$ cat config.mk
export PLATFORM = sky130hd
export DESIGN_NAME = asn1_time_string_to_epoch
export DESIGN_NICKNAME = d
export VERILOG_FILES = /design/src/hw/rtl/a2e_pkg.sv /design/src/hw/rtl/a2e_front.sv /design/src/hw/rtl/a2e_fifo.sv /design/src/hw/rtl/a2e_back.sv /design/src/hw/rtl/asn1_time_string_to_epoch.sv
export VERILOG_INCLUDE_DIRS = /design/src /design/src/hw/rtl
export SDC_FILE = /design/constraint.sdc
export NUM_CORES = 2
export LEC_CHECK = 0
export BUFFER_PORTS_ARGS = -buffer_cell sky130_fd_sc_hd__buf_2
export CAP_MARGIN = 20
export CORE_ASPECT_RATIO = 0.9
export CORE_MARGIN = 2
export CORE_UTILIZATION = 65
export DETAILED_ROUTE_END_ITERATION = 10
export HOLD_SLACK_MARGIN = 0.08
export PLACE_DENSITY = 0.82
export SETUP_SLACK_MARGIN = 0.02
export SYNTH_ARGS = -nofsm -noshare
export SYNTH_HDL_FRONTEND = slang
export SYNTH_SLANG_ARGS = --single-unit
$ cat constraint.sdc
create_clock -name clk_i -period 8.4 [get_ports clk_i]
set_input_delay 0 -clock clk_i [delete_from_list [all_inputs] [get_ports clk_i]]
set_output_delay 0 -clock clk_i [all_outputs]
set_load 0.02 [all_outputs]
$ cat src/hw/rtl/assert_macros.svh
// Assertion helpers for the time string converter.
// Each macro expands to one labeled concurrent assertion with reset disable.
`ifndef ASSERT_MACROS_SVH
`define ASSERT_MACROS_SVH

// Same-cycle implication, checked out of reset.
`define ASSERT_IMPLY(lbl, clk, rst_n, ante, cons) \
  lbl: assert property (@(posedge clk) disable iff (!rst_n) (ante) |-> (cons)) \
    else $error("same-cycle implication failed");

// Next-cycle implication, checked out of reset.
`define ASSERT_NEXT(lbl, clk, rst_n, ante, cons) \
  lbl: assert property (@(posedge clk) disable iff (!rst_n) (ante) |=> (cons)) \
    else $error("next-cycle implication failed");

`endif

$ cat src/hw/rtl/a2e_pkg.sv
// Shared types and constants for the time string to epoch converter.
// No dependencies; imported by every module of the block.
`default_nettype none

package a2e_pkg;

  localparam int unsigned CharW     = 8;
  localparam int unsigned YearW     = 14;
  localparam int unsigned FieldW    = 7;
  localparam int unsigned PosW      = 5;
  localparam int unsigned EpochW    = 39;
  localparam int unsigned StatusW   = 3;
  localparam int unsigned OutDataW  = 48;
  localparam int unsigned FifoDepth = 2;

  localparam logic [CharW-1:0]  CharZ      = 8'h5A;
  localparam logic [CharW-1:0]  CharZero   = 8'h30;
  localparam logic [CharW-1:0]  CharNine   = 8'h39;
  localparam logic [YearW-1:0]  YearPivot  = 14'd49;
  localparam logic [YearW-1:0]  Century19  = 14'd1900;
  localparam logic [YearW-1:0]  Century20  = 14'd2000;
  localparam logic [YearW-1:0]  EpochYear  = 14'd1970;
  localparam logic [YearW-1:0]  ClampYear  = 14'd2038;
  localparam logic [EpochW-1:0] ClampValue = 39'd2145914603;
  localparam logic [EpochW-1:0] EpochMax   = 39'd274877906943;

  typedef enum logic [StatusW-1:0] {
    ST_OK        = 3'd0,
    ST_SHORT     = 3'd1,
    ST_NO_Z      = 3'd2,
    ST_BAD_MONTH = 3'd3,
    ST_EARLY     = 3'd4
  } a2e_status_e;

  // One parsed string, handed from the parser to the date arithmetic.
  typedef struct packed {
    logic [YearW-1:0]  year;
    logic [FieldW-1:0] month;
    logic [FieldW-1:0] day;
    logic [FieldW-1:0] hour;
    logic [FieldW-1:0] minute;
    logic              gen;
    a2e_status_e       status;
  } a2e_job_t;

  typedef struct packed {
    logic full;
    logic empty;
  } a2e_fifo_stat_t;

  typedef enum logic [2:0] {
    BK_IDLE,
    BK_DIV,
    BK_DAYS,
    BK_HOURS,
    BK_MINS,
    BK_SECS,
    BK_OUT
  } a2e_back_state_e;

  // Days in the months before the given one, non-leap year.
  function automatic logic [8:0] a2e_days_before(input logic [FieldW-1:0] month);
    logic [8:0] d;
    unique case (month)
      7'd2:    d = 9'd31;
      7'd3:    d = 9'd59;
      7'd4:    d = 9'd90;
      7'd5:    d = 9'd120;
      7'd6:    d = 9'd151;
      7'd7:    d = 9'd181;
      7'd8:    d = 9'd212;
      7'd9:    d = 9'd243;
      7'd10:   d = 9'd273;
      7'd11:   d = 9'd304;
      7'd12:   d = 9'd334;
      default: d = 9'd0;
    endcase
    return d;
  endfunction

endpackage

`default_nettype wire

$ cat src/hw/rtl/a2e_front.sv
// Character parser: accepts one character per cycle while the queue has room
// and builds the date fields; the last character pushes one job. Uses a2e_pkg.
`default_nettype none

module a2e_front (
  input  wire logic                        clk_i,
  input  wire logic                        rst_ni,
  input  wire logic                        in_valid_i,
  output      logic                        in_ready_o,
  input  wire logic [a2e_pkg::CharW-1:0]   char_i,
  input  wire logic                        gen_i,
  input  wire logic                        last_i,
  input  wire a2e_pkg::a2e_fifo_stat_t     fifo_stat_i,
  output      logic                        push_o,
  output      a2e_pkg::a2e_job_t           job_o
);
  import a2e_pkg::*;

  logic [PosW-1:0]   pos_q, pos_d;
  logic              ended_q, ended_d;
  logic              z_q, z_d;
  logic              stopped_q, stopped_d;
  logic [YearW-1:0]  year_q, year_d;
  logic [FieldW-1:0] month_q, month_d;
  logic [FieldW-1:0] day_q, day_d;
  logic [FieldW-1:0] hour_q, hour_d;
  logic [FieldW-1:0] minute_q, minute_d;

  logic              accept;
  logic [PosW-1:0]   ylen;
  logic [PosW-1:0]   rel;
  logic              in_year;
  logic              in_tail;
  logic              start;
  logic              is_digit;
  logic              wr;
  logic [FieldW-1:0] small_cur;
  logic [YearW-1:0]  base;
  logic [17:0]       prod;
  logic [YearW-1:0]  new_val;

  assign in_ready_o = !fifo_stat_i.full;
  assign accept     = in_valid_i && in_ready_o;

  always_comb begin
    ylen     = gen_i ? 5'd4 : 5'd2;
    rel      = pos_q - ylen;
    in_year  = pos_q < ylen;
    in_tail  = !in_year && (rel < 5'd8);
    start    = in_year ? (pos_q == '0) : !rel[0];
    is_digit = (char_i >= CharZero) && (char_i <= CharNine);
    unique case (rel[2:1])
      2'd0:    small_cur = month_q;
      2'd1:    small_cur = day_q;
      2'd2:    small_cur = hour_q;
      default: small_cur = minute_q;
    endcase
    base    = start ? '0 : (in_year ? year_q : {{(YearW-FieldW){1'b0}}, small_cur});
    prod    = 18'(base) * 18'd10 + 18'(char_i[3:0]);
    wr      = start || (!stopped_q && is_digit);
    new_val = (is_digit && (start || !stopped_q)) ? prod[YearW-1:0] : '0;

    pos_d     = pos_q;
    ended_d   = ended_q;
    z_d       = z_q;
    stopped_d = stopped_q;
    year_d    = year_q;
    month_d   = month_q;
    day_d     = day_q;
    hour_d    = hour_q;
    minute_d  = minute_q;

    if (!ended_q) begin
      if (char_i == '0) begin
        ended_d = 1'b1;
      end else begin
        if (char_i == CharZ) begin
          z_d = 1'b1;
        end
        if (in_year || in_tail) begin
          stopped_d = (start ? 1'b0 : stopped_q) || !is_digit;
          if (wr) begin
            if (in_year) begin
              year_d = new_val;
            end else begin
              unique case (rel[2:1])
                2'd0:    month_d  = new_val[FieldW-1:0];
                2'd1:    day_d    = new_val[FieldW-1:0];
                2'd2:    hour_d   = new_val[FieldW-1:0];
                default: minute_d = new_val[FieldW-1:0];
              endcase
            end
          end
        end
        if (pos_q != '1) begin
          pos_d = pos_q + 5'd1;
        end
      end
    end

    push_o       = accept && last_i;
    job_o.year   = year_d;
    job_o.month  = month_d;
    job_o.day    = day_d;
    job_o.hour   = hour_d;
    job_o.minute = minute_d;
    job_o.gen    = gen_i;
    priority if (pos_d < (gen_i ? 5'd12 : 5'd10)) begin
      job_o.status = ST_SHORT;
    end else if (gen_i && !z_d) begin
      job_o.status = ST_NO_Z;
    end else begin
      job_o.status = ST_OK;
    end
  end

  always_ff @(posedge clk_i or negedge rst_ni) begin
    if (!rst_ni) begin
      pos_q     <= '0;
      ended_q   <= 1'b0;
      z_q       <= 1'b0;
      stopped_q <= 1'b0;
      year_q    <= '0;
      month_q   <= '0;
      day_q     <= '0;
      hour_q    <= '0;
      minute_q  <= '0;
    end else if (accept) begin
      if (last_i) begin
        // clear parse state for the next string
        pos_q     <= '0;
        ended_q   <= 1'b0;
        z_q       <= 1'b0;
        stopped_q <= 1'b0;
        year_q    <= '0;
        month_q   <= '0;
        day_q     <= '0;
        hour_q    <= '0;
        minute_q  <= '0;
      end else begin
        pos_q     <= pos_d;
        ended_q   <= ended_d;
        z_q       <= z_d;
        stopped_q <= stopped_d;
        year_q    <= year_d;
        month_q   <= month_d;
        day_q     <= day_d;
        hour_q    <= hour_d;
        minute_q  <= minute_d;
      end
    end
  end

endmodule

`default_nettype wire

$ cat src/hw/rtl/a2e_fifo.sv
// Short register queue of parsed jobs between the parser and the arithmetic.
// Uses a2e_pkg for the job type and the status struct.
`default_nettype none

module a2e_fifo #(
  parameter int unsigned Depth = a2e_pkg::FifoDepth
) (
  input  wire logic                     clk_i,
  input  wire logic                     rst_ni,
  input  wire logic                     push_i,
  input  wire a2e_pkg::a2e_job_t        job_i,
  input  wire logic                     pop_i,
  output      a2e_pkg::a2e_job_t        job_o,
  output      a2e_pkg::a2e_fifo_stat_t  stat_o
);
  import a2e_pkg::*;

  localparam int unsigned PtrW = (Depth > 1) ? $clog2(Depth) : 1;
  localparam int unsigned CntW = $clog2(Depth + 1);

  a2e_job_t        mem_q [Depth];
  logic [PtrW-1:0] wr_ptr_q, rd_ptr_q;
  logic [CntW-1:0] count_q;
  logic            do_push, do_pop;

  assign stat_o.full  = (count_q == CntW'(Depth));
  assign stat_o.empty = (count_q == '0);
  assign do_push      = push_i && !stat_o.full;
  assign do_pop       = pop_i && !stat_o.empty;
  assign job_o        = mem_q[rd_ptr_q];

  always_ff @(posedge clk_i) begin
    if (do_push) begin
      mem_q[wr_ptr_q] <= job_i;
    end
  end

  always_ff @(posedge clk_i or negedge rst_ni) begin
    if (!rst_ni) begin
      wr_ptr_q <= '0;
      rd_ptr_q <= '0;
      count_q  <= '0;
    end else begin
      if (do_push) begin
        wr_ptr_q <= (wr_ptr_q == PtrW'(Depth - 1)) ? '0 : wr_ptr_q + PtrW'(1);
      end
      if (do_pop) begin
        rd_ptr_q <= (rd_ptr_q == PtrW'(Depth - 1)) ? '0 : rd_ptr_q + PtrW'(1);
      end
      if (do_push && !do_pop) begin
        count_q <= count_q + CntW'(1);
      end else if (do_pop && !do_push) begin
        count_q <= count_q - CntW'(1);
      end
    end
  end

endmodule

`default_nettype wire

$ cat src/hw/rtl/a2e_back.sv
// Date arithmetic sequencer: turns one parsed job into seconds since 1970
// over a few steps and holds the result in an output register. Uses a2e_pkg.
`default_nettype none

module a2e_back (
  input  wire logic                          clk_i,
  input  wire logic                          rst_ni,
  input  wire logic                          clamp_i,
  input  wire a2e_pkg::a2e_job_t             job_i,
  input  wire a2e_pkg::a2e_fifo_stat_t       fifo_stat_i,
  output      logic                          pop_o,
  output      logic                          out_valid_o,
  input  wire logic                          out_ready_i,
  output      logic [a2e_pkg::EpochW-1:0]    epoch_o,
  output      a2e_pkg::a2e_status_e          status_o
);
  import a2e_pkg::*;

  localparam int unsigned DaysW = 25;
  localparam int unsigned HrsW  = 31;
  localparam int unsigned MinsW = 37;
  localparam int unsigned SecsW = 43;

  a2e_back_state_e state_q, state_d;

  logic [YearW-1:0]  year_q, year_d;
  logic [FieldW-1:0] month_q, month_d;
  logic [FieldW-1:0] day_q, day_d;
  logic [FieldW-1:0] hour_q, hour_d;
  logic [FieldW-1:0] minute_q, minute_d;
  logic [11:0]       quart_q, quart_d;
  logic [7:0]        q100_q, q100_d;
  logic [7:0]        q25y_q, q25y_d;
  logic [22:0]       y365_q, y365_d;
  logic signed [DaysW-1:0] days_q, days_d;
  logic signed [HrsW-1:0]  hrs_q, hrs_d;
  logic signed [MinsW-1:0] mins_q, mins_d;
  logic [EpochW-1:0] res_epoch_q, res_epoch_d;
  a2e_status_e       res_status_q, res_status_d;

  logic              out_valid_q, out_valid_d;
  logic [EpochW-1:0] out_epoch_q, out_epoch_d;
  a2e_status_e       out_status_q, out_status_d;

  logic [YearW-1:0]  year_full;
  logic [YearW-1:0]  ym1;
  logic [22:0]       prod_a, prod_b;
  logic [12:0]       cent_chk;
  logic              leap;
  logic signed [SecsW-1:0] secs;

  assign out_valid_o = out_valid_q;
  assign epoch_o     = out_epoch_q;
  assign status_o    = out_status_q;

  always_comb begin
    state_d      = state_q;
    year_d       = year_q;
    month_d      = month_q;
    day_d        = day_q;
    hour_d       = hour_q;
    minute_d     = minute_q;
    quart_d      = quart_q;
    q100_d       = q100_q;
    q25y_d       = q25y_q;
    y365_d       = y365_q;
    days_d       = days_q;
    hrs_d        = hrs_q;
    mins_d       = mins_q;
    res_epoch_d  = res_epoch_q;
    res_status_d = res_status_q;
    out_valid_d  = out_valid_q && !out_ready_i;
    out_epoch_d  = out_epoch_q;
    out_status_d = out_status_q;
    pop_o        = 1'b0;

    year_full = job_i.gen ? job_i.year :
                job_i.year + ((job_i.year > YearPivot) ? Century19 : Century20);
    ym1       = year_q - 14'd1;
    // divide by 25 through a reciprocal multiply, exact below 4096
    prod_a    = 23'(ym1[YearW-1:2]) * 23'd1311;
    prod_b    = 23'(year_q[YearW-1:2]) * 23'd1311;
    cent_chk  = 13'(q25y_q) * 13'd25;
    leap      = (year_q[1:0] == 2'b00) &&
                ((cent_chk != 13'(year_q[YearW-1:2])) || (q25y_q[1:0] == 2'b00));
    secs      = SecsW'(mins_q) * 43'sd60;

    unique case (state_q)
      BK_IDLE: begin
        if (!fifo_stat_i.empty) begin
          pop_o       = 1'b1;
          res_epoch_d = '0;
          year_d      = year_full;
          month_d     = job_i.month;
          day_d       = job_i.day;
          hour_d      = job_i.hour;
          minute_d    = job_i.minute;
          state_d     = BK_OUT;
          priority if (job_i.status != ST_OK) begin
            res_status_d = job_i.status;
          end else if (clamp_i && (year_full >= ClampYear)) begin
            res_status_d = ST_OK;
            res_epoch_d  = ClampValue;
          end else if ((job_i.month < 7'd1) || (job_i.month > 7'd12)) begin
            res_status_d = ST_BAD_MONTH;
          end else if (year_full < EpochYear) begin
            res_status_d = ST_EARLY;
          end else begin
            res_status_d = ST_OK;
            state_d      = BK_DIV;
          end
        end
      end
      BK_DIV: begin
        quart_d = ym1[YearW-1:2];
        q100_d  = prod_a[22:15];
        q25y_d  = prod_b[22:15];
        y365_d  = 23'(year_q - EpochYear) * 23'd365;
        state_d = BK_DAYS;
      end
      BK_DAYS: begin
        // leap days since 1970 cancel the 477 leap years through 1969
        days_d = $signed(DaysW'(y365_q)) + $signed(DaysW'(quart_q))
               - $signed(DaysW'(q100_q)) + $signed(DaysW'(q100_q[7:2]))
               - 25'sd477 + $signed(DaysW'(a2e_days_before(month_q)))
               + $signed(DaysW'((month_q > 7'd2) && leap))
               + $signed(DaysW'(day_q)) - 25'sd1;
        state_d = BK_HOURS;
      end
      BK_HOURS: begin
        hrs_d   = HrsW'(days_q) * 31'sd24 + $signed(HrsW'(hour_q));
        state_d = BK_MINS;
      end
      BK_MINS: begin
        mins_d  = MinsW'(hrs_q) * 37'sd60 + $signed(MinsW'(minute_q));
        state_d = BK_SECS;
      end
      BK_SECS: begin
        if (secs > $signed(SecsW'(EpochMax))) begin
          res_epoch_d = EpochMax;
        end else begin
          res_epoch_d = secs[EpochW-1:0];
        end
        state_d = BK_OUT;
      end
      BK_OUT: begin
        // hold until the output register is free
        if (!out_valid_q || out_ready_i) begin
          out_valid_d  = 1'b1;
          out_epoch_d  = res_epoch_q;
          out_status_d = res_status_q;
          state_d      = BK_IDLE;
        end
      end
      default: state_d = BK_IDLE;
    endcase
  end

  always_ff @(posedge clk_i or negedge rst_ni) begin
    if (!rst_ni) begin
      state_q     <= BK_IDLE;
      out_valid_q <= 1'b0;
    end else begin
      state_q     <= state_d;
      out_valid_q <= out_valid_d;
    end
  end

  always_ff @(posedge clk_i) begin
    year_q       <= year_d;
    month_q      <= month_d;
    day_q        <= day_d;
    hour_q       <= hour_d;
    minute_q     <= minute_d;
    quart_q      <= quart_d;
    q100_q       <= q100_d;
    q25y_q       <= q25y_d;
    y365_q       <= y365_d;
    days_q       <= days_d;
    hrs_q        <= hrs_d;
    mins_q       <= mins_d;
    res_epoch_q  <= res_epoch_d;
    res_status_q <= res_status_d;
    out_epoch_q  <= out_epoch_d;
    out_status_q <= out_status_d;
  end

endmodule

`default_nettype wire

$ cat src/hw/rtl/asn1_time_string_to_epoch.sv
// ASN.1 UTCTime / GeneralizedTime string to seconds since 1970.
//
// Input stream: one character per transaction. tdata is the character,
// tuser selects GeneralizedTime (1) or UTCTime (0), tlast marks the final
// character of a string. A NUL character ends the string; later characters
// up to tlast are ignored. The parser takes one character per cycle unless stalled.
// Output stream: one transaction per string, on its tlast character. tdata
// carries the signed epoch seconds and the status code (0 ok, 1 too short,
// 2 no Z, 3 bad month, 4 year before 1970; seconds are 0 on error).
// A good date runs the job queue and every sequencer step before output tvalid;
// an error or clamped result goes from the job pop straight to the output load.
// The sequencer steps are job pop, divide, day sum, three scaling steps and output
// load, so strings of 10 or more characters stream without gaps.
// A two-entry job queue sits between parser and sequencer; input tready
// drops only when that queue is full: while the receiver holds output tready
// low, or on a run of strings shorter than the sequencer time per string.
// The output register holds its transaction until taken.
// Reset clears the parser, the queue, the output and the clamp register.
// cfg_we_i writes the clamp enable from cfg_wdata_i; write it while idle.
// Depends on a2e_pkg, a2e_front, a2e_fifo, a2e_back and assert_macros.svh.
`default_nettype none

`include "assert_macros.svh"

module asn1_time_string_to_epoch #(
  parameter int unsigned FifoDepth = a2e_pkg::FifoDepth
) (
  input  wire logic                           clk_i,
  input  wire logic                           rst_ni,
  input  wire logic                           cfg_we_i,
  input  wire logic                           cfg_wdata_i,
  input  wire logic                           s_axis_tvalid,
  output      logic                           s_axis_tready,
  input  wire logic [a2e_pkg::CharW-1:0]      s_axis_tdata,   // [7:0] char_byte
  input  wire logic                           s_axis_tuser,   // [0] is_generalized
  input  wire logic                           s_axis_tlast,
  output      logic                           m_axis_tvalid,
  input  wire logic                           m_axis_tready,
  // [38:0] epoch_seconds, [41:39] status, [47:42] zero
  output      logic [a2e_pkg::OutDataW-1:0]   m_axis_tdata
);
  import a2e_pkg::*;

  logic           clamp_q;
  logic           fe_push;
  logic           be_pop;
  a2e_job_t       push_job;
  a2e_job_t       head_job;
  a2e_fifo_stat_t fifo_stat;
  logic [EpochW-1:0] epoch;
  a2e_status_e    status;

  always_ff @(posedge clk_i or negedge rst_ni) begin
    if (!rst_ni) begin
      clamp_q <= 1'b0;
    end else if (cfg_we_i) begin
      clamp_q <= cfg_wdata_i;
    end
  end

  a2e_front u_front (
    .clk_i       (clk_i),
    .rst_ni      (rst_ni),
    .in_valid_i  (s_axis_tvalid),
    .in_ready_o  (s_axis_tready),
    .char_i      (s_axis_tdata),
    .gen_i       (s_axis_tuser),
    .last_i      (s_axis_tlast),
    .fifo_stat_i (fifo_stat),
    .push_o      (fe_push),
    .job_o       (push_job)
  );

  a2e_fifo #(
    .Depth (FifoDepth)
  ) u_fifo (
    .clk_i  (clk_i),
    .rst_ni (rst_ni),
    .push_i (fe_push),
    .job_i  (push_job),
    .pop_i  (be_pop),
    .job_o  (head_job),
    .stat_o (fifo_stat)
  );

  a2e_back u_back (
    .clk_i       (clk_i),
    .rst_ni      (rst_ni),
    .clamp_i     (clamp_q),
    .job_i       (head_job),
    .fifo_stat_i (fifo_stat),
    .pop_o       (be_pop),
    .out_valid_o (m_axis_tvalid),
    .out_ready_i (m_axis_tready),
    .epoch_o     (epoch),
    .status_o    (status)
  );

  assign m_axis_tdata = {{(OutDataW-EpochW-StatusW){1'b0}}, status, epoch};

  `ASSERT_IMPLY(a_push_has_room, clk_i, rst_ni, fe_push, !fifo_stat.full)
  `ASSERT_IMPLY(a_pop_has_job, clk_i, rst_ni, be_pop, !fifo_stat.empty)
  `ASSERT_NEXT(a_push_lands, clk_i, rst_ni, fe_push, !fifo_stat.empty)
  `ASSERT_IMPLY(a_error_zero_secs, clk_i, rst_ni, m_axis_tvalid && (status != ST_OK), epoch == '0)

endmodule

`default_nettype wire
== Yosys cells after proc, flatten, opt, wreduce, memory -nomap -nowiden ==
Memories as Yosys holds them, arrays and structs flattened. A register that Yosys moved wholly into a read port is not among the register bits.
Index checks and enable logic that the tools add are counted.
W data, S select, Z words.

* Multipliers: 8
* Multiplexer cells: 90
* Bitwise gates (word level): 1
* Add/subtract/negate cells: 20
* $lt $le $gt $ge: 12
* Reduce and logical (&&, ||, !) cells: 51
* Equality and inequality tests: 16

{| class="wikitable"
|+ Operators by type and width
! cell !! number
|-
| $mux W7 || 28
|-
| $mux W14 || 10
|-
| $mux W39 || 3
|-
| $pmux W39 S2 || 1
|-
| $mul A12 B11 Y23 const B || 2
|-
| $gt A43 B39 Y1 const B || 1
|-
| $mul A37 B5 Y41 const B || 1
|-
| $mux W3 || 13
|-
| $add A37 B8 Y37 || 1
|-
| $mul A31 B5 Y35 const B || 1
|-
| $add A31 B8 Y31 || 1
|-
| $mux W31 || 1
|-
| $mul A25 B3 Y28 const B || 1
|-
| $add A25 B10 Y25 || 1
|-
| $add A25 B2 Y25 || 1
|-
| $add A25 B7 Y25 || 1
|-
| $add A25 B8 Y25 || 1
|-
| $sub A25 B10 Y25 const B || 1
|-
| $sub A25 B2 Y25 const B || 1
|-
| $sub A25 B9 Y25 || 1
|-
| $add A23 B12 Y24 || 1
|-
| $mul A23 B9 Y23 const B || 1
|-
| $mux W1 || 21
|-
| $pmux W3 S7 || 1
|-
| other kinds (50) || 103
|}

* Memories kept: 2
* Word-level logic and storage cells: 231
* Output and inout bits: 50
* Memory bits (read-only): 144
* RAM bits: 92
* Input port bits: 16
* Register bits: 329

{| class="wikitable"
|+ Memories
! name !! depth !! width !! read ports !! clocked after memory_dff !! write ports !! RTL line !! text
|-
| (name not given) || 16 || 9 || 1 || 1 || 0 || a2e_pkg.sv:64 || <nowiki>unique case (month)</nowiki>
|-
| u_fifo.mem_q || 2 || 46 || 1 || 0 || 1 || a2e_fifo.sv:21 || <nowiki>a2e_job_t mem_q [Depth];</nowiki>
|}

== Logic depth before layout (Yosys ltp) ==
* Depth after elaboration: 16
* Mapped depth: 35
* Gate-level depth less buffers: 35

== Hierarchy ==
From an unflattened synthesis, not the netlist that was laid out.

* Cell total of the unflattened synthesis: 3845
* Area, all modules: 40719.1 µm²

{| class="wikitable"
|+ Modules (own cells, without submodules)
! module !! times used !! cells an instance !! seq. area each (µm²) !! area an instance (µm²)
|-
| a2e_back || 1 || 3222 || 8328.0 || 32985.4
|-
| a2e_front || 1 || 452 || 1251.2 || 4005.1
|-
| a2e_fifo || 1 || 162 || 2862.7 || 3639.7
|-
| asn1_time_string_to_epoch || 1 || 9 || 25.0 || 88.8
|}

== Worst setup path before layout ==
OpenSTA, ideal clock, no wires.

* Kind: reg2reg
* From: reg u_back.q25y_q[2]
* To: reg u_back.days_q[24] (data pin)
* Setup time: 0.258 ns
* Data required time: 8.142 ns
* Arrival time: 6.343 ns
* Buffers on the path: 0
* Period minus slack after synthesis: 6.600 ns
* Setup slack: 1.800 ns
* Stages on the path, launching flop included: 33
* Path through: edfxtp_1 > ha_1 > ha_1 > fa_1 > ha_1 > a21o_1 > a21o_1 > a21oi_1 > o21bai_1 > a21oi_1 > xnor2_1 > nand4_1 > o21ai_0 > ha_1 > inv_1 > fa_1 > inv_1 > fa_1 > inv_1 > ha_1 > inv_1 > fa_1 > nor2b_1 > o21ai_0 > a21boi_0 > o21ai_0 > a21boi_0 > o2111ai_1 > o2111ai_1 > a311oi_1 > o21ai_0 > a21oi_1 > xnor2_1

* Cells in the longest elaborated chain, start to end: 8

{| class="wikitable"
|+ RTL lines
! item !! RTL line !! text
|-
| start: declaration || a2e_back.sv:33 || <nowiki>logic [7:0] q25y_q, q25y_d;</nowiki>
|-
| start signal: assignment || a2e_back.sv:177 || <nowiki>q25y_q <= q25y_d;</nowiki>
|-
| $mul A8 B5 Y13 || a2e_back.sv:83 || <nowiki>cent_chk = 13'(q25y_q) * 13'd25;</nowiki>
|-
| $ne A13 B12 Y1 || a2e_back.sv:85 || <nowiki>((cent_chk != 13'(year_q[YearW-1:2])) || (q25y_q[1:0] == 2'b00));</nowiki>
|-
| $logic_or A1 B1 Y1 || a2e_back.sv:85 ||
|-
| $logic_and A1 B1 Y1 || a2e_back.sv:84 || <nowiki>leap = (year_q[1:0] == 2'b00) &&</nowiki>
|-
| $logic_and A1 B1 Y1 || a2e_back.sv:126 || <nowiki>+ $signed(DaysW'((month_q > 7'd2) && leap))</nowiki>
|-
| $add A25 B2 Y25 || a2e_back.sv:126 ||
|-
| $add A25 B8 Y25 || a2e_back.sv:127 || <nowiki>+ $signed(DaysW'(day_q)) - 25'sd1;</nowiki>
|-
| $sub A25 B2 Y25 || a2e_back.sv:127 ||
|-
| end signal: assignment || a2e_back.sv:179 || <nowiki>days_q <= days_d;</nowiki>
|-
| end: declaration || a2e_back.sv:35 || <nowiki>logic signed [DaysW-1:0] days_q, days_d;</nowiki>
|}

Every way passes these cells.
A chain may end at the register's enable or synchronous reset.

== Worst setup path after layout ==
Same ends and word-level chain as after synthesis.

==> reports/metrics.yaml <==
outcome: "finished clean"
cp.arrival_ns: 7.86
core-area_um2: 61100
final.min_clock_period_ns: 7.53
postCtsSetupBuffers: 0
synth_seq_cells: 426
clkTransAtPathRegs_ns: 0.07
hold_path_class: "in2async"
ios: 66
grt.total_usage_pct: 25.3
die_h_um: 240
slew_viol_final: 0
dieArea_um2: 63700
final_common_cell: "inv_1"
drtIter0Drc: 1692
fin_ws_ns: 0.870
period_share_pct: 89.6
clk_latency_ns: 0.60
startpoint_type: "flip-flop"
n_fill_cell: 4308
ys_seq_area_share_pct: 30.9
path_buf_inv: 4
ys.flop_type: "edfxtp_1"
dp_hpwl_mm: 60.3
syn_inst: 3830
r2r_start: "u_back.q25y_q[2]$_DFFE_PP_"
worst_pin_slew_ns: 1.05
rsz0062_at_grt: "false"
syn_avg_cell_area_um2: 10.5
synth_top_area_cell: "edfxtp_1"
relSlewSlack_pct: 29.2
drive_gt1_share_pct: 7.05
critPathCaptureType: "flip-flop"
overflow: 0
drt-total-wl_mm: 78.3
async_reset_ff_share_pct: 13.8
clk_path_buf_depth: 3
synth.cell_area_um2: 40100
cp_top_family: "adder cells"
areaGrowthSynthToFinish_pct: 7.64
ys_warn_count: 0
cp_slowest_stage_delay_ns: 0.50
crit_start: "u_back.q25y_q[2]$_DFFE_PP_"
numCtsBuffers: 47
mostFrequentLayoutCells: "659 x inv_1, 572 x ha_1, 358 x edfxtp_1"
synth.area.top_cells: "edfxtp_1 27%, ha_1 18%, fa_1 15%"
yosysTopAreaCellShare_pct: 26.8
start_util_pct: 65.6
antenna_left: 0
critPathRequiredTime_ns: 8.73
antenna_cells: 0
rows: 86
routedWlPerCell_um: 16.5
max_cap_violations: 0
cts_root_buf: "clkbuf_16"
clock-skew-final_ns: 0.0307
routabilityCongestion: 0.900
hold_viol_final: 0
die_w_um: 266
grt_max_degree: 60
cts-resized-gates: 0
num_vias: 27200
finalSetupTns_ns: 0
via_per_inst: 5.73
grt_pass1_wl_mm: 133
pre_cts_slack_ns: 1.02
fin_nets: 4803
cp_max_fo: 4
drt-pass1-iter-count: 6
ys_types: 100
grt_pass1_vias: 28300
drc_errors: 0
clock.fmax_ghz: 0.133
critical_path_class: "reg2reg"
portBuffers: 59
htree_levels: 2
cts_tree: "done"
synth_edf_count: 358
clock_sinks: 426
critPathSlowestCell: "fa_1"
setup_viol: 0
antenna_found_initial: 0
==> tightest hold or removal path, stage by stage <==
cell,delay (ns)
dlygate4sd3_1,0.52
buf_2,0.10
buf_4,0.65
==> synthesized netlist by cell type, types with 36 or more instances <==
master    count
nand3_1      57
mux2_2       61
nand2_1     213
edfxtp_1    358
a21o_1       70
inv_1       659
a21oi_1     185
clkbuf_1     53
and2_1       36
nor2b_1      37
fa_1        298
a211oi_1     38
xnor2_1     222
nor2_1      149
xor2_1       88
nor3_1       54
dfrtp_1      59
o21ai_0     147
ha_1        572
==> worst paths after layout <==
check	slack, ns	end	cells past startpoint
worst max register to register	0.87	u_back.days_q[24]$_DFFE_PP_	33
worst min-delay path	0.13	u_front.year_q[9]$_DFFE_PN0P_	3
max in group asynchronous	7.67	u_fifo.rd_ptr_q$_DFFE_PN0P_	3
worst min register to register	0.41	u_back.epoch_o[32]$_DFFE_PP_	0
min in group clk_i	0.17	u_front.month_q[1]$_DFFE_PN0P_	5
worst max-delay path	0.87	u_back.days_q[24]$_DFFE_PP_	33
==> cells by family after synthesis <==
logic type / after synthesis / share of synthesized area, %
and+or+nand+nor: 713 / 8.91
other: 1 / 0.00935
xor gates and xnor gates: 311 / 6.81
muxes: 88 / 2.39
AOI/OAI and AO/OA: 685 / 11.2
buffers and inverters: 736 / 7.03
DFF: 426 / 30.9
adders and majority gates: 870 / 32.7
==> final cells by class <==
cell class | count | area (um^2) | share of cell area, %
clock buffer | 58 | 1270 | 2.94
timing repair buffer | 109 | 743 | 1.72
clock inverter | 30 | 348 | 0.806
multi-input combinational | 2673 | 24900 | 57.7
inverter | 660 | 2480 | 5.74
tap | 792 | 991 | 2.30
sequential | 426 | 12400 | 28.8
==> stage by stage <==
step / hold slack (ns) / cells / util, % / area (um^2)
after CTS: 0.111 / 4744 / 70.5 / 43100
after floorplan: -0.296 / 3835 / - / 40100
after global routing: 0.183 / 4748 / 70.6 / 43200
final: 0.128 / 4748 / 70.6 / 43200
after global placement: 0.221 / 4637 / 67.6 / 41300
after detailed placement: 0.229 / 4637 / 67.6 / 41300
==> routing by layer <==
| metal | part of all wire, % | wire (um) | global-route usage [%] | vias up |
|---|---|---|---|---|
| met5 | 0 | 0 | 0 | - |
| met4 | 2.9 | 2260 | 7.98 | 0 |
| met3 | 3.9 | 3090 | 3.32 | 158 |
| met2 | 51 | 39900 | 46.0 | 575 |
| met1 | 42 | 33100 | 31.1 | 13200 |
| li1 | - | - | - | 13300 |
==> sequential cells by signal, indices dropped and copies added (netlist names), 8 cells and up, named ones only <==
signal,cells
u_back.days_q,25
u_back.epoch_o,38
u_back.hrs_q,31
u_back.mins_q,37
u_back.q100_q,8
u_back.q25y_q,8
u_back.quart_q,12
u_back.res_epoch_q,38
u_back.y365_q,23
u_back.year_q,14
u_fifo.mem_q,90
u_front.year_q,14
==> repair_timing <==
item / in CTS / in global routing
setup endpoints to repair: 0 / 0
endpoints found under the hold margin: 108 / 0
hold buffers: 19 / 0
Power is left out: the tool's default activity adds up to more than one toggle a clock period on the data nets, which glitch-free logic cannot reach.
